===== config.mk =====
export PLATFORM = sky130hd
export DESIGN_NAME = sd_block_transfer_sequencer
export DESIGN_NICKNAME = d
export VERILOG_FILES = /design/src/rtl/sdbts_pkg.sv /design/src/rtl/sdbts_seq.sv /design/src/rtl/sd_block_transfer_sequencer.sv
export SDC_FILE = /design/constraint.sdc
export NUM_CORES = 1
export LEC_CHECK = 0
export BUFFER_PORTS_ARGS = -buffer_cell sky130_fd_sc_hd__buf_2
export CORE_UTILIZATION = 45
export CTS_BUF_LIST = sky130_fd_sc_hd__clkbuf_8 sky130_fd_sc_hd__clkbuf_16
export DETAILED_ROUTE_END_ITERATION = 7
export PLACE_DENSITY = 0.65
export RECOVER_POWER = 25
export SYNTH_ARGS = -nofsm -noshare
export SYNTH_HDL_FRONTEND = slang
export SYNTH_SLANG_ARGS = --single-unit

===== constraint.sdc =====
create_clock -name clock -period 4.8 [get_ports clock]
set_clock_uncertainty 0.05 [all_clocks]
set_input_delay 0 -clock clock [delete_from_list [all_inputs] [get_ports clock]]
set_output_delay 0 -clock clock [all_outputs]
set_load 0.02 [all_outputs]

===== src/rtl/sdbts_pkg.sv =====
// ----------------------------------------------------------------------------
// sdbts_pkg
// Types and codes shared by the sd block transfer sequencer files: request,
// command, flag, result and status codes, and the item and config structs.
// ----------------------------------------------------------------------------
package sdbts_pkg;

   // field widths fixed by the interface
   localparam int POS_W   = 41;
   localparam int LEN_W   = 16;
   localparam int ARG_W   = 32;
   localparam int IDX_W   = 6;
   localparam int FLAG_W  = 7;
   localparam int RCA_W   = 16;
   localparam int CNT_W   = 32;
   localparam int CSR_A_W = 3;

   // sequencer states
   typedef enum logic [2:0] {
      SEQ_IDLE   = 3'd0,
      SEQ_STATUS = 3'd1,
      SEQ_SELECT = 3'd2,
      SEQ_XFER   = 3'd3,
      SEQ_HALT   = 3'd4,
      SEQ_ERROR  = 3'd5
   } seq_state_type;

   // request codes
   localparam logic [2:0] REQ_SET_POS    = 3'd0;
   localparam logic [2:0] REQ_READ       = 3'd1;
   localparam logic [2:0] REQ_WRITE      = 3'd2;
   localparam logic [2:0] REQ_COMPLETE   = 3'd3;
   localparam logic [2:0] REQ_ISSUE_FAIL = 3'd4;

   // command numbers
   localparam logic [IDX_W-1:0] CMD_NONE         = 6'd0;
   localparam logic [IDX_W-1:0] CMD_SELECT       = 6'd7;
   localparam logic [IDX_W-1:0] CMD_STOP         = 6'd12;
   localparam logic [IDX_W-1:0] CMD_STATUS       = 6'd13;
   localparam logic [IDX_W-1:0] CMD_READ_SINGLE  = 6'd17;
   localparam logic [IDX_W-1:0] CMD_READ_MULTI   = 6'd18;
   localparam logic [IDX_W-1:0] CMD_WRITE_SINGLE = 6'd24;
   localparam logic [IDX_W-1:0] CMD_WRITE_MULTI  = 6'd25;

   // command flags
   localparam logic [FLAG_W-1:0] FLAG_DATA     = 7'h01;
   localparam logic [FLAG_W-1:0] FLAG_WRITE    = 7'h02;
   localparam logic [FLAG_W-1:0] FLAG_AUTOSTOP = 7'h04;
   localparam logic [FLAG_W-1:0] FLAG_STOP     = 7'h08;
   localparam logic [FLAG_W-1:0] FLAG_CRC      = 7'h10;
   localparam logic [FLAG_W-1:0] FLAG_WAITDATA = 7'h20;
   localparam logic [FLAG_W-1:0] FLAG_SHORT    = 7'h40;

   // request result codes
   localparam logic [1:0] RES_ACCEPTED = 2'd0;
   localparam logic [1:0] RES_REJECTED = 2'd1;
   localparam logic [1:0] RES_ZERO_LEN = 2'd2;
   localparam logic [1:0] RES_NOT_REQ  = 2'd3;

   // reported status
   localparam logic [1:0] STAT_IDLE  = 2'd0;
   localparam logic [1:0] STAT_BUSY  = 2'd1;
   localparam logic [1:0] STAT_ERROR = 2'd2;

   // r1 current-state codes
   localparam logic [3:0] R1_STBY = 4'd3;
   localparam logic [3:0] R1_TRAN = 4'd4;

   // csr register indexes
   localparam logic [CSR_A_W-1:0] CSR_CARD_ADDRESS  = 3'd0;
   localparam logic [CSR_A_W-1:0] CSR_HIGH_CAPACITY = 3'd1;
   localparam logic [CSR_A_W-1:0] CSR_CRC_ENABLE    = 3'd2;
   localparam logic [CSR_A_W-1:0] CSR_SPI_MODE      = 3'd3;
   localparam logic [CSR_A_W-1:0] CSR_BLOCK_COUNT   = 3'd4;

   typedef struct packed {
      logic [2:0]       req_type;
      logic [POS_W-1:0] byte_position;
      logic [LEN_W-1:0] length_blocks;
      logic             if_ok;
      logic [3:0]       card_state;
   } req_item_type;

   typedef struct packed {
      logic [RCA_W-1:0] card_address;
      logic             high_capacity;
      logic             crc_enable;
      logic             spi_mode;
      logic [CNT_W-1:0] block_count;
   } cfg_type;

   typedef struct packed {
      logic              cmd_valid;
      logic [IDX_W-1:0]  cmd_index;
      logic [ARG_W-1:0]  cmd_argument;
      logic [FLAG_W-1:0] cmd_flags;
      logic [LEN_W-1:0]  xfer_blocks;
      logic [1:0]        req_result;
      logic              done_event;
      logic [1:0]        status;
   } rsp_item_type;

endpackage


===== src/rtl/sdbts_seq.sv =====
// ----------------------------------------------------------------------------
// sdbts_seq
// Sequencer state and step logic: takes one registered item per enabled
// cycle, updates position, pending data command and state, and forms the
// result item combinationally.
// ----------------------------------------------------------------------------
module sdbts_seq #(
   parameter int BLOCK_SHIFT = 9,
   parameter int MAX_BLOCKS  = 65535
) (
   input  logic                   clock,
   input  logic                   reset,
   input  logic                   step_en,
   input  sdbts_pkg::req_item_type item,
   input  sdbts_pkg::cfg_type      cfg,
   output sdbts_pkg::rsp_item_type rsp
);

   sdbts_pkg::seq_state_type state_ff, state_in;
   logic [sdbts_pkg::POS_W-1:0]  cur_position_ff, cur_position_in;
   logic [sdbts_pkg::IDX_W-1:0]  pend_index_ff, pend_index_in;
   logic [sdbts_pkg::ARG_W-1:0]  pend_argument_ff, pend_argument_in;
   logic [sdbts_pkg::FLAG_W-1:0] pend_flags_ff, pend_flags_in;
   logic [sdbts_pkg::LEN_W-1:0]  pend_blocks_ff, pend_blocks_in;

   logic                         busy;
   logic                         pos_ok;
   logic                         too_long;
   logic                         xfer_start;
   logic                         is_write;
   logic [sdbts_pkg::POS_W-1:0]  blk_pos;
   logic [sdbts_pkg::IDX_W-1:0]  data_index;
   logic [sdbts_pkg::ARG_W-1:0]  data_argument;
   logic [sdbts_pkg::FLAG_W-1:0] data_flags;
   logic [sdbts_pkg::FLAG_W-1:0] crc_flag;
   logic [sdbts_pkg::ARG_W-1:0]  rca_arg;
   logic                         card_in_xfer;
   logic                         card_in_standby;

   // shared decode
   assign busy     = (state_ff != sdbts_pkg::SEQ_IDLE) && (state_ff != sdbts_pkg::SEQ_ERROR);
   assign pos_ok   = (item.byte_position[BLOCK_SHIFT-1:0] == '0) &&
                     ((item.byte_position >> BLOCK_SHIFT) <
                      sdbts_pkg::POS_W'(cfg.block_count));
   assign too_long = 32'(item.length_blocks) > 32'(MAX_BLOCKS);
   assign is_write = item.req_type == sdbts_pkg::REQ_WRITE;
   assign xfer_start = ((item.req_type == sdbts_pkg::REQ_READ) || is_write) &&
                       (item.length_blocks != '0) && !busy && !too_long;
   assign crc_flag = cfg.crc_enable ? sdbts_pkg::FLAG_CRC : '0;
   assign rca_arg  = {cfg.card_address, 16'h0000};
   assign card_in_xfer    = item.if_ok && (item.card_state == sdbts_pkg::R1_TRAN);
   assign card_in_standby = item.if_ok && (item.card_state == sdbts_pkg::R1_STBY);

   // data command built from the current position
   assign blk_pos       = cur_position_ff >> BLOCK_SHIFT;
   assign data_argument = cfg.high_capacity ? blk_pos[sdbts_pkg::ARG_W-1:0]
                                            : cur_position_ff[sdbts_pkg::ARG_W-1:0];
   always_comb begin
      logic multi;
      multi = item.length_blocks != 16'd1;
      if (is_write) begin
         data_index = multi ? sdbts_pkg::CMD_WRITE_MULTI : sdbts_pkg::CMD_WRITE_SINGLE;
      end else begin
         data_index = multi ? sdbts_pkg::CMD_READ_MULTI : sdbts_pkg::CMD_READ_SINGLE;
      end
      data_flags = sdbts_pkg::FLAG_DATA | crc_flag;
      if (is_write) data_flags = data_flags | sdbts_pkg::FLAG_WRITE;
      if (multi) data_flags = data_flags | sdbts_pkg::FLAG_AUTOSTOP;
      if (!cfg.spi_mode) data_flags = data_flags | sdbts_pkg::FLAG_SHORT;
   end

   // next state
   always_comb begin
      state_in         = state_ff;
      cur_position_in  = cur_position_ff;
      pend_index_in    = pend_index_ff;
      pend_argument_in = pend_argument_ff;
      pend_flags_in    = pend_flags_ff;
      pend_blocks_in   = pend_blocks_ff;
      unique case (item.req_type)
         sdbts_pkg::REQ_SET_POS: begin
            if (pos_ok) cur_position_in = item.byte_position;
         end
         sdbts_pkg::REQ_READ, sdbts_pkg::REQ_WRITE: begin
            if (xfer_start) begin
               pend_index_in    = data_index;
               pend_argument_in = data_argument;
               pend_flags_in    = data_flags;
               pend_blocks_in   = item.length_blocks;
               state_in = cfg.spi_mode ? sdbts_pkg::SEQ_XFER : sdbts_pkg::SEQ_STATUS;
            end
         end
         sdbts_pkg::REQ_COMPLETE: begin
            unique case (state_ff)
               sdbts_pkg::SEQ_STATUS: begin
                  if (card_in_xfer) state_in = sdbts_pkg::SEQ_XFER;
                  else if (card_in_standby) state_in = sdbts_pkg::SEQ_SELECT;
                  else state_in = sdbts_pkg::SEQ_ERROR;
               end
               sdbts_pkg::SEQ_SELECT: state_in = sdbts_pkg::SEQ_XFER;
               sdbts_pkg::SEQ_XFER: begin
                  state_in = item.if_ok ? sdbts_pkg::SEQ_IDLE : sdbts_pkg::SEQ_HALT;
               end
               sdbts_pkg::SEQ_HALT: state_in = sdbts_pkg::SEQ_ERROR;
               default: state_in = state_ff;
            endcase
         end
         sdbts_pkg::REQ_ISSUE_FAIL: begin
            if (busy) state_in = sdbts_pkg::SEQ_ERROR;
         end
         default: state_in = state_ff;
      endcase
   end

   // result item
   always_comb begin
      rsp = '0;
      rsp.req_result = sdbts_pkg::RES_NOT_REQ;
      unique case (item.req_type)
         sdbts_pkg::REQ_SET_POS: begin
            rsp.req_result = pos_ok ? sdbts_pkg::RES_ACCEPTED : sdbts_pkg::RES_REJECTED;
         end
         sdbts_pkg::REQ_READ, sdbts_pkg::REQ_WRITE: begin
            if (item.length_blocks == '0) begin
               rsp.req_result = sdbts_pkg::RES_ZERO_LEN;
            end else if (!xfer_start) begin
               rsp.req_result = sdbts_pkg::RES_REJECTED;
            end else begin
               rsp.req_result = sdbts_pkg::RES_ACCEPTED;
               rsp.cmd_valid  = 1'b1;
               if (!cfg.spi_mode) begin
                  rsp.cmd_index    = sdbts_pkg::CMD_STATUS;
                  rsp.cmd_argument = rca_arg;
                  rsp.cmd_flags    = sdbts_pkg::FLAG_WAITDATA | crc_flag |
                                     sdbts_pkg::FLAG_SHORT;
               end else begin
                  rsp.cmd_index    = data_index;
                  rsp.cmd_argument = data_argument;
                  rsp.cmd_flags    = data_flags;
                  rsp.xfer_blocks  = item.length_blocks;
               end
            end
         end
         sdbts_pkg::REQ_COMPLETE: begin
            unique case (state_ff)
               sdbts_pkg::SEQ_STATUS: begin
                  if (card_in_xfer) begin
                     rsp.cmd_valid    = 1'b1;
                     rsp.cmd_index    = pend_index_ff;
                     rsp.cmd_argument = pend_argument_ff;
                     rsp.cmd_flags    = pend_flags_ff;
                     rsp.xfer_blocks  = pend_blocks_ff;
                  end else if (card_in_standby) begin
                     rsp.cmd_valid    = 1'b1;
                     rsp.cmd_index    = sdbts_pkg::CMD_SELECT;
                     rsp.cmd_argument = rca_arg;
                     rsp.cmd_flags    = sdbts_pkg::FLAG_WAITDATA | crc_flag |
                                        sdbts_pkg::FLAG_SHORT;
                  end else begin
                     rsp.done_event = 1'b1;
                  end
               end
               sdbts_pkg::SEQ_SELECT: begin
                  rsp.cmd_valid    = 1'b1;
                  rsp.cmd_index    = pend_index_ff;
                  rsp.cmd_argument = pend_argument_ff;
                  rsp.cmd_flags    = pend_flags_ff;
                  rsp.xfer_blocks  = pend_blocks_ff;
               end
               sdbts_pkg::SEQ_XFER: begin
                  if (item.if_ok) begin
                     rsp.done_event = 1'b1;
                  end else begin
                     rsp.cmd_valid = 1'b1;
                     rsp.cmd_index = sdbts_pkg::CMD_STOP;
                     rsp.cmd_flags = sdbts_pkg::FLAG_STOP | crc_flag | sdbts_pkg::FLAG_SHORT;
                  end
               end
               sdbts_pkg::SEQ_HALT: rsp.done_event = 1'b1;
               default: rsp.done_event = 1'b0;
            endcase
         end
         sdbts_pkg::REQ_ISSUE_FAIL: rsp.done_event = busy;
         default: rsp.req_result = sdbts_pkg::RES_NOT_REQ;
      endcase
      // status after this step
      if (state_in == sdbts_pkg::SEQ_IDLE) rsp.status = sdbts_pkg::STAT_IDLE;
      else if (state_in == sdbts_pkg::SEQ_ERROR) rsp.status = sdbts_pkg::STAT_ERROR;
      else rsp.status = sdbts_pkg::STAT_BUSY;
   end

   // state registers
   always_ff @(posedge clock) begin
      if (reset) begin
         state_ff         <= sdbts_pkg::SEQ_IDLE;
         cur_position_ff  <= '0;
         pend_index_ff    <= '0;
         pend_argument_ff <= '0;
         pend_flags_ff    <= '0;
         pend_blocks_ff   <= '0;
      end else if (step_en) begin
         state_ff         <= state_in;
         cur_position_ff  <= cur_position_in;
         pend_index_ff    <= pend_index_in;
         pend_argument_ff <= pend_argument_in;
         pend_flags_ff    <= pend_flags_in;
         pend_blocks_ff   <= pend_blocks_in;
      end
   end

endmodule


===== src/rtl/sd_block_transfer_sequencer.sv =====
// ----------------------------------------------------------------------------
// sd_block_transfer_sequencer
// Path: an accepted request loads the input register; the sequencer step then
// forms its result item, which loads the result register when the step advances.
// Throughput: one item per cycle while rsp_stall is low; each step updates the
// single state register, so back-to-back items see the previous step's state.
// Reset: synchronous, active high; sequencer idle, position and csrs zero.
// ----------------------------------------------------------------------------
module sd_block_transfer_sequencer #(
   parameter int BLOCK_SHIFT = 9,
   parameter int MAX_BLOCKS  = 65535
) (
   input  logic        clock,
   input  logic        reset,
   // configuration writes
   input  logic        csr_wr_en,
   input  logic [2:0]  csr_index,
   input  logic [31:0] csr_wdata,
   // request channel
   input  logic        req_valid,
   output logic        req_stall,
   input  logic [2:0]  req_type,
   input  logic [40:0] req_byte_position,
   input  logic [15:0] req_length_blocks,
   input  logic        req_if_ok,
   input  logic [3:0]  req_card_state,
   // result channel
   output logic        rsp_valid,
   input  logic        rsp_stall,
   output logic        rsp_cmd_valid,
   output logic [5:0]  rsp_cmd_index,
   output logic [31:0] rsp_cmd_argument,
   output logic [6:0]  rsp_cmd_flags,
   output logic [15:0] rsp_xfer_blocks,
   output logic [1:0]  rsp_req_result,
   output logic        rsp_done_event,
   output logic [1:0]  rsp_status
);

   sdbts_pkg::cfg_type      cfg_ff;
   sdbts_pkg::req_item_type in_ff;
   sdbts_pkg::rsp_item_type out_ff, step_rsp;
   logic                    in_valid_ff, in_valid_in;
   logic                    out_valid_ff, out_valid_in;
   logic                    req_accept;
   logic                    advance;

   // handshake
   assign advance    = in_valid_ff && (!out_valid_ff || !rsp_stall);
   assign req_stall  = in_valid_ff && !advance;
   assign req_accept = req_valid && !req_stall;
   assign in_valid_in  = req_accept || (in_valid_ff && !advance);
   assign out_valid_in = advance || (out_valid_ff && rsp_stall);

   // configuration registers
   always_ff @(posedge clock) begin
      if (reset) begin
         cfg_ff <= '0;
      end else if (csr_wr_en) begin
         unique case (csr_index)
            sdbts_pkg::CSR_CARD_ADDRESS:  cfg_ff.card_address  <= csr_wdata[15:0];
            sdbts_pkg::CSR_HIGH_CAPACITY: cfg_ff.high_capacity <= csr_wdata[0];
            sdbts_pkg::CSR_CRC_ENABLE:    cfg_ff.crc_enable    <= csr_wdata[0];
            sdbts_pkg::CSR_SPI_MODE:      cfg_ff.spi_mode      <= csr_wdata[0];
            sdbts_pkg::CSR_BLOCK_COUNT:   cfg_ff.block_count   <= csr_wdata;
            default:                      cfg_ff <= cfg_ff;
         endcase
      end
   end

   // input register
   always_ff @(posedge clock) begin
      if (reset) in_valid_ff <= 1'b0;
      else in_valid_ff <= in_valid_in;
   end

   always_ff @(posedge clock) begin
      if (req_accept) begin
         in_ff.req_type      <= req_type;
         in_ff.byte_position <= req_byte_position;
         in_ff.length_blocks <= req_length_blocks;
         in_ff.if_ok         <= req_if_ok;
         in_ff.card_state    <= req_card_state;
      end
   end

   // sequencer step
   sdbts_seq #(
      .BLOCK_SHIFT(BLOCK_SHIFT),
      .MAX_BLOCKS (MAX_BLOCKS)
   ) u_seq (
      .clock  (clock),
      .reset  (reset),
      .step_en(advance),
      .item   (in_ff),
      .cfg    (cfg_ff),
      .rsp    (step_rsp)
   );

   // result register
   always_ff @(posedge clock) begin
      if (reset) out_valid_ff <= 1'b0;
      else out_valid_ff <= out_valid_in;
   end

   always_ff @(posedge clock) begin
      if (advance) out_ff <= step_rsp;
   end

   assign rsp_valid        = out_valid_ff;
   assign rsp_cmd_valid    = out_ff.cmd_valid;
   assign rsp_cmd_index    = out_ff.cmd_index;
   assign rsp_cmd_argument = out_ff.cmd_argument;
   assign rsp_cmd_flags    = out_ff.cmd_flags;
   assign rsp_xfer_blocks  = out_ff.xfer_blocks;
   assign rsp_req_result   = out_ff.req_result;
   assign rsp_done_event   = out_ff.done_event;
   assign rsp_status       = out_ff.status;

   // checks
   a_stall_only_when_holding : assert property (@(posedge clock) disable iff (reset)
      req_stall |-> in_valid_ff)
      else $error("request stalled with an empty input register");

   a_step_lands_in_result : assert property (@(posedge clock) disable iff (reset)
      advance |=> out_valid_ff)
      else $error("sequencer step did not produce a result");

   a_done_not_busy : assert property (@(posedge clock) disable iff (reset)
      rsp_valid && rsp_done_event |-> rsp_status != sdbts_pkg::STAT_BUSY)
      else $error("done reported while still busy");

   a_no_cmd_fields_zero : assert property (@(posedge clock) disable iff (reset)
      rsp_valid && !rsp_cmd_valid |-> rsp_cmd_index == sdbts_pkg::CMD_NONE &&
                                      rsp_xfer_blocks == '0 && rsp_cmd_flags == '0)
      else $error("command fields set without a command");

endmodule


After elaboration in Yosys (flattened, before gate mapping). Cells that the tools add are included.

Bits in registers: 290. Bits of input ports: 105. Word-level logic and storage cells: 118. Output and inout port bits: 69.

Muxes and demuxes: 40. Equal/unequal tests: 17. Magnitude comparators: 1. Reductions and logical operators: 34.

Operators by type and width (count): $mux W62 (2); $pmux W62 S2 (1); $mux W46 (2); $pmux W32 S2 (1); $mux W44 (1); $pmux W7 S3 (2); $lt A32 B32 Y1 (1); $mux W16 (2); $mux W32 (1); $pmux W16 S2 (1); $mux W7 (3); $eq A3 B2 Y1 const B (6); $mux W3 (6); $logic_not A16 Y1 (1); $ne A16 B1 Y1 const B (1); $reduce_bool A16 Y1 (1); $eq A3 B3 Y1 const B (4); $pmux W3 S4 (1); $logic_and A1 B1 Y1 (10); $mux W2 (5); $reduce_and A2 Y1 (5); $eq A3 B1 Y1 const B (3); $logic_not A3 Y1 (3); $logic_not A9 Y1 (1); 15 further kinds (28).

Longest topological paths before layout. Gate-level depths: netlist of run 1.

Depth in word-level cells: 8. Gate-level depth with buffers: 10.

Cells and area by module. A second synthesis of run 1 with hierarchy kept.

Cell total of the unflattened synthesis: 1078. Area total of the unflattened synthesis: 12160.4 sq um.

Modules (own cells, without submodules): sd_block_transfer_sequencer (instances 1, cells an instance 347, sequential area each 5024.8 sq um, area an instance 6231.0 sq um); sdbts_seq (instances 1, cells an instance 731, sequential area each 1981.9 sq um, area an instance 5929.4 sq um).

Worst setup path after synthesis of run 1. OpenSTA, ideal clock, no wires.

Kind: register to register. From: register out_valid_ff, in the netlist rsp_valid. To: register in_ff[0] (netlist bit) (enable). Stages on the path, launching flop included: 3. Arrival time: 3543 ps. Required time: 4255 ps. Setup time: 495 ps. Setup slack: 712 ps. Period minus slack after synthesis: 4088 ps. Cell sequence: dfxtp_1 > and3_1 > nor2b_1.

Cells in the longest elaborated chain, start to end: 7.

Ends and longest elaborated chain: start: declaration (line sd_block_transfer_sequencer.sv:44) `logic out_valid_ff, out_valid_in;`; start signal: assignment (line sd_block_transfer_sequencer.sv:103) `else out_valid_ff <= out_valid_in;`; $logic_not A1 Y1 (line sd_block_transfer_sequencer.sv:49) `assign advance = in_valid_ff && (!out_valid_ff || !rsp_stall);`; $logic_or A1 B1 Y1 (line sd_block_transfer_sequencer.sv:49); $logic_and A1 B1 Y1 (line sd_block_transfer_sequencer.sv:49); $logic_not A1 Y1 (line sd_block_transfer_sequencer.sv:50) `assign req_stall = in_valid_ff && !advance;`; $logic_and A1 B1 Y1 (line sd_block_transfer_sequencer.sv:50); net req_stall (line sd_block_transfer_sequencer.sv:21) `output logic req_stall,`; $logic_not A1 Y1 (line sd_block_transfer_sequencer.sv:51) `assign req_accept = req_valid && !req_stall;`; $logic_and A1 B1 Y1 (line sd_block_transfer_sequencer.sv:51); net req_accept (line sd_block_transfer_sequencer.sv:45) `logic req_accept;`; end: declaration (line sd_block_transfer_sequencer.sv:41) `sdbts_pkg::req_item_type in_ff;`.

The timed path passes the listed nets, and every way through them passes these cells. A chain may end at the register's enable or synchronous reset.

Final worst setup path of run 1.
From: register u_seq.state_ff[2]. To: register u_seq.pend_argument_ff[0] (netlist bit).

Cells in the longest elaborated chain, start to end: 5. Elaborated cells between the ends (all ways): 6. Classes of those cells: eq/ne: 1; reduce/logical: 5.

Ends and longest elaborated chain: start: declaration (line sdbts_seq.sv:19) `sdbts_pkg::seq_state_type state_ff, state_in;`; start signal: assignment (line sdbts_seq.sv:195) `state_ff <= sdbts_pkg::SEQ_IDLE;`; start signal: assignment (line sdbts_seq.sv:202) `state_ff <= state_in;`; $ne A3 B3 Y1 / $reduce_bool A3 Y1 (equally long branches) (line sdbts_seq.sv:41) `assign busy = (state_ff != sdbts_pkg::SEQ_IDLE) && (state_ff != sdbts_pkg::SEQ_ERROR);`; $logic_and A1 B1 Y1 * (line sdbts_seq.sv:41); $logic_not A1 Y1 * (line sdbts_seq.sv:48) `(item.length_blocks != '0) && !busy && !too_long;`; $logic_and A1 B1 Y1 * (line sdbts_seq.sv:48); $reduce_and A3 Y1 (no source line) *; end signal: assignment (line sdbts_seq.sv:205) `pend_argument_ff <= pend_argument_in;`; end: declaration (line sdbts_seq.sv:22) `logic [sdbts_pkg::ARG_W-1:0] pend_argument_ff, pend_argument_in;`.

Every way passes the cells marked *; elsewhere a longest branch is shown, timed or not.

==> flow_summary.toml, run 1 <==
[sta]
slew_viol_final = 0
rsz0062_at_grt = "no"
finalSetupTns_ns = 0
post-route-period-util_pct = 65.8
worstMarginPinSlew_ns = 1.08
hold_violations = 0
timing.fmax_ghz = 0.316
finalSetupViolations = 0
layout_min_cycle_time_ns = 3.16
max_slew_margin_pct = 27.7

[synth]
synth.area.top_cells = "edfxtp_1, dfxtp_1, nand2_1"
async_reset_ff_share_pct = 0
synth-seq-cells = 282
synth_top_area_cell = "edfxtp_1"
synth_nets = 1250
synth_top_area_share_pct = 33.1
syn-instance-count = 1113
synth_warnings = 0
synth_area_per_cell_um2 = 10.6
yosys.cell_types.count = 58
ys_seq_area_share_pct = 59.0
syn_area_um2 = 11800
synth_edf_count = 130
yosys_most_used_dff = "dfxtp_1"

[critical_path]
crit_fanout = 68
cp_data_arrival_time_ns = 3.55
cp_slowest_cell = "buf_4"
worst-endpoint-required_ns = 5.19
cp-start-kind = "flip-flop"
crit_start = "u_seq.state_ff[2]$_SDFFE_PP0P_"
crit_chain = "nor2b_1 > nor3_4 > o211ai_2 > nor2_4 > buf_4 > nor2_1 > a211oi_1"
path_class = "flip-flop to flip-flop"
worst_setup_path_end_kind = "flip-flop"
r2r-start = "u_seq.state_ff[2]$_SDFFE_PP0P_"
slowest_delay_ns = 0.66

[clock_tree]
cts.sinks = 282
cts_tree = "done"
cts_buffers = 30
postCtsSetupRepairBufs = 0
clock_latency_ns = 0.55
root_buffer = "clkbuf_16"
clockBufferDepth = 3
clk_pin_slew_ns = 0.06
h-tree-depth = 1

[pwr]
power_density_nw_per_um2 = 358
worst_ir_drop_vdd_mv = 0.318
p_leak_nw = 5.06

[floorplan]
die-area_um2 = 26800
start_util_pct = 46.4
core-area_um2 = 25400
io-pin-count = 174
die_width_um = 164
die_h_um = 164
rows = 58

[min_path]
hp-start = "reset"
hp-class = "input pin to flip-flop"

[cells_and_area]
nFillCells = 2168
drive_gt1_share_pct = 13.4
diodes = 0
area_delta_synth_final_pct = 25.1
fin_nets = 1489
fin_area_um2 = 14700
final-seq-area_um2 = 6950
multi_input_area_um2 = 4360

[detailed_routing]
ant_nets = 0
drtPass1Iterations = 5
routed_via_density = 5.44
wl_per_cell_um = 17.9
drc = 0
num_vias = 9276
first_iter_violations = 712
routed_wl_mm = 30.5

[place]
io_buffer_count = 172
placed_area_um2 = 12800
place.detailed.hpwl_mm = 19.0
gp_congestion = 0.935

[global_route]
antenna_found_initial = 0
grt_max_degree = 96
track_usage_pct = 22.3
grt_pass1_vias = 8772
grt_pass1_wl_mm = 47.1
grt_overflow_total = 0

[status]
status = "completed"

[run]
max_cap_violations = 0
power by group:
group	internal (mW)	switching [mW]	total (mW)	leakage (nW)
combinational	0.166	0.228	0.394	2.08
clock	1.30	0.915	2.21	0.509
sequential	2.61	0.0566	2.66	2.46
total	4.07	1.20	5.27	5.06
layout by cell type, fill, tap and decap left out, types with 18 or more instances in the layout:
cell,netlist,routed
clkbuf_16,0,31
nor2_1,75,75
nand2_1,179,179
dfxtp_1,152,151
o31ai_1,33,33
inv_1,36,44
dlygate4sd3_1,0,104
edfxtp_1,130,130
ha_1,32,32
nand4_1,39,39
o21ai_0,29,29
a211oi_1,36,36
a22o_1,18,18
mux2i_1,37,37
clkbuf_1,51,61
buf_2,20,110
a21oi_1,120,120
registers in the layout, summed over array words and instances, names as in the netlist, 5 cells and up:
register                flops
cfg_ff                     51
u_seq.pend_blocks_ff       16
u_seq.pend_flags_ff         5
u_seq.cur_position_ff      41
in_ff                      65
rsp_cmd_argument           32
rsp_cmd_flags               7
rsp_xfer_blocks            16
u_seq.pend_argument_ff     32
per-layer routing:
metal  vias up  track usage, %  share of wire [%]
met4         0            4.12                1.5
met5         -               0                  0
met2       318            35.7                 46
met1      4394            32.3                 46
li1       4530               -                  -
met3        34            3.11                6.6
what timing repair did:
action,4_1_cts,5_1_grt
hold endpoints to repair,118,0
resized for setup,0,0
setup endpoints to repair,0,0
hold buffers,104,0
critical path: cells and delay by family, from the launching register on:
kind | cells | cell delay [ns]
and+or+nand+nor | 4 | 1.19
DFF | 1 | 0.55
AOI/OAI and AO/OA | 2 | 0.56
buffers and inverters | 1 | 0.66
final timing paths:
check                                                              end  slack (ns)  cells past startpoint
worst min-delay path               u_seq.pend_flags_ff[0]$_SDFFE_PP0P_        0.07                      2
worst min register to register                 cfg_ff[25]$_SDFFE_PP0P_        0.40                      2
worst max register to register  u_seq.pend_argument_ff[0]$_SDFFE_PP0P_        1.64                      7
worst max-delay path            u_seq.pend_argument_ff[0]$_SDFFE_PP0P_        1.64                      7
stage by stage:
step / power, mW / cells / hold slack, ns / util, % / setup WS [ns]
after floorplan: 2.90 / 1113 / 0.0489 / - / 0.712
after global placement: 3.04 / 1546 / 0.126 / 50.4 / 1.86
after detailed placement: 3.04 / 1546 / 0.128 / 50.4 / 1.73
after CTS: 5.31 / 1706 / 0.0511 / 58.3 / 1.68
after global routing: 5.45 / 1706 / 0.0968 / 58.0 / 1.33
final: 5.27 / 1706 / 0.0743 / 58.0 / 1.64
cell usage after synthesis (4+ instances only):
| cell type | count |
|---|---|
| a211oi_1 | 36 |
| a21boi_0 | 4 |
| a21oi_1 | 120 |
| a221o_1 | 17 |
| a22o_1 | 18 |
| and3_1 | 5 |
| buf_2 | 20 |
| buf_4 | 4 |
| buf_6 | 6 |
| clkbuf_1 | 51 |
| dfxtp_1 | 152 |
| edfxtp_1 | 130 |
| ha_1 | 32 |
| inv_1 | 36 |
| mux2i_1 | 37 |
| nand2_1 | 179 |
| nand3_1 | 8 |
| nand4_1 | 39 |
| nor2_1 | 75 |
| nor2b_1 | 7 |
| nor3_1 | 6 |
| nor3b_1 | 12 |
| nor4_1 | 7 |
| o21a_1 | 4 |
| o21ai_0 | 29 |
| o31ai_1 | 33 |
layout make-up:
class / instances / share of cell area, %
Clock buffer: 33 / 5.45
Clock inverter: 23 / 1.04
Inverter: 37 / 0.943
Multi-Input combinational cell: 713 / 29.6
Sequential cell: 282 / 47.2
Tap cell: 330 / 2.80
Timing Repair Buffer: 288 / 13.0
kinds of logic (layout without fill, tap and decap cells):
logic type	Yosys count	count (layout)	synth area share, %
adder cells (fa/ha/maj)	32	32	3.40
multiplexers	37	37	3.14
buffers and inverters	118	381	4.48
AND/OR/NAND/NOR	358	358	13.9
XOR/XNOR	2	2	0.149
AO/OA/AOI/OAI	283	283	15.9
other	1	1	0.0318
flip-flops	282	282	59.0
(Power assumes the default switching activity.)
==> run 2, diff against run 1 <==
==> constraint.sdc (replaced) <==
create_clock -name clock -period 3.3 [get_ports clock]
set_clock_uncertainty 0.05 [all_clocks]
set_input_delay 0 -clock clock [delete_from_list [all_inputs] [get_ports clock]]
set_output_delay 0 -clock clock [all_outputs]
set_load 0.02 [all_outputs]
==> run 2 against run 1 <==
Effect of this change:
- register-to-register slack worse by 1.1 ns
- wire length is 2.8% higher
- count of clock-buffer cells in the layout is 1 higher
- non-clock buffer count is 24 higher
- fmax is 14% higher
- flip-flop and latch count stayed put
- combinational power is 50% higher
- sequential share of layout area is 0.90 points lower
- die area stayed put
- final area is 1.9% higher
- worst hold slack better by 0.037 ns
- power is 48% higher
- critical endpoint is now rsp_cmd_argument[27]$_DFFE_PP_
- highest routed layer unchanged
==> flow_summary.toml, run 2 (synthesis results as in run 1) <==
[status]
status = "completed"

[clock_tree]
cts.sinks = 282
root_buffer = "clkbuf_16"
cts_tree = "done"
clk_pin_slew_ns = 0.06
clock_latency_ns = 0.54
cts_resized = 0
h-tree-depth = 1
clockBufferDepth = 3
cts_buffers = 30

[cells_and_area]
final-seq-area_um2 = 6950
largestRegisters = "in_ff (65), cfg_ff (51), u_seq.cur_position_ff (41)"
largest_reg_flops = 65
fin_area_um2 = 15000
top_register = "in_ff"
drive_gt1_share_pct = 13.9
fin_nets = 1513
multi_input_area_um2 = 4350
layout_commonest_cell = "nand2_1"
diodes = 0
area_delta_synth_final_pct = 27.5
nFillCells = 2171
final_cell_mix = "nand2_1, dfxtp_1, edfxtp_1"

[detailed_routing]
first_iter_violations = 783
num_vias = 9448
ant_nets = 0
wl_per_cell_um = 18.1
routed_wl_mm = 31.4
routed_via_density = 5.46
drtPass1Iterations = 5
drc = 0

[run]
max_cap_violations = 0

[floorplan]
core-area_um2 = 25400
start_util_pct = 46.4
io-pin-count = 174
die_h_um = 164
rows = 58
die_width_um = 164
die-area_um2 = 26800

[place]
place.detailed.hpwl_mm = 19.7
gp_congestion = 0.894
io_buffer_count = 172
placed_area_um2 = 12900

[pwr]
swShare_pct = 23.0
seq_power_share_pct = 49.7
power_density_nw_per_um2 = 518
worst_ir_drop_vdd_mv = 0.411
p_leak_nw = 5.23
p_clk_share_pct = 42.7
switching_power_mw = 1.79
p_int_mw = 5.99
p_comb_share_pct = 7.6

[critical_path]
path_class = "flip-flop to flip-flop"
cp-start-kind = "flip-flop"
cp_data_arrival_time_ns = 3.00
crit_fanout = 17
worst-endpoint-required_ns = 3.54
worst_setup_path_end_kind = "flip-flop"

[sta]
rsz0062_at_grt = "no"
finalSetupViolations = 0
slew_viol_final = 0
hold_violations = 0
worstMarginPinSlew_ns = 1.17
timing.fmax_ghz = 0.362
finalSetupTns_ns = 0
post-route-period-util_pct = 83.7
max_slew_margin_pct = 22.0
layout_min_cycle_time_ns = 2.76

[min_path]
hp-class = "input pin to flip-flop"

[global_route]
grt_max_degree = 89
antenna_found_initial = 0
grt_pass1_vias = 9082
track_usage_pct = 23.2
grt_pass1_wl_mm = 48.7
grt_overflow_total = 0
## run 2: layout make-up
cell class	instances	area share, %
clock buffer	34	5.51
clock inverter	22	1.11
inverter	37	0.933
multi-input combinational	713	28.9
sequential	282	46.3
tap	330	2.75
timing repair buffer	312	14.5
## run 2: power groups by stage
stage	clock (mW)	sequential [mW]	combinational, mW
2_1_floorplan	0	3.96	0.261
3_3_place_gp	0	3.94	0.485
3_5_place_dp	0	3.94	0.492
4_1_cts	3.38	3.87	0.594
5_1_grt	3.53	3.88	0.649
6_report	3.32	3.87	0.590
## run 2: final timing paths
kind	startpoint	endpoint	slack (ns)	cells past startpoint
setup / recovery	in_ff[12]$_DFFE_PP_	rsp_cmd_argument[27]$_DFFE_PP_	0.54	6
hold / removal	req_byte_position[32]	in_ff[53]$_DFFE_PP_	0.11	2
setup reg to reg	in_ff[12]$_DFFE_PP_	rsp_cmd_argument[27]$_DFFE_PP_	0.54	6
hold reg to reg	u_seq.pend_blocks_ff[13]$_SDFFE_PP0P_	u_seq.pend_blocks_ff[13]$_SDFFE_PP0P_	0.41	2
## run 2: repair_timing
item                                   in CTS  in global routing
setup buffers                               0                  0
hold buffers                              120                  0
endpoints found under the hold margin     142                  0
setup endpoints to repair                   0                  0
## run 2: critical path: stages (launching register included)
cell,delay [ns]
edfxtp_1,0.41
nor4_1,0.41
nand4_1,0.22
buf_4,0.20
o211ai_2,0.45
o21ai_2,0.37
a221o_1,0.39
## run 2: stage by stage
step / util, % / power (mW) / hold WS, ns / cells / setup WS [ns]
2_1_floorplan: - / 4.22 / 0.0489 / 1113 / 0.451
3_3_place_gp: 50.8 / 4.42 / 0.126 / 1554 / 0.597
3_5_place_dp: 50.8 / 4.44 / 0.128 / 1554 / 0.532
4_1_cts: 59.4 / 7.84 / 0.0896 / 1730 / 0.533
5_1_grt: 59.1 / 8.06 / 0.101 / 1730 / 0.308
6_report: 59.1 / 7.78 / 0.111 / 1730 / 0.537
## run 2: per-layer routing
layer	track usage [%]	vias to the layer above	routed length, um
li1	-	4582	-
met1	32.2	4482	14000
met2	38.3	337	14700
met3	3.01	47	1930
met4	5.77	0	648
met5	0	-	0
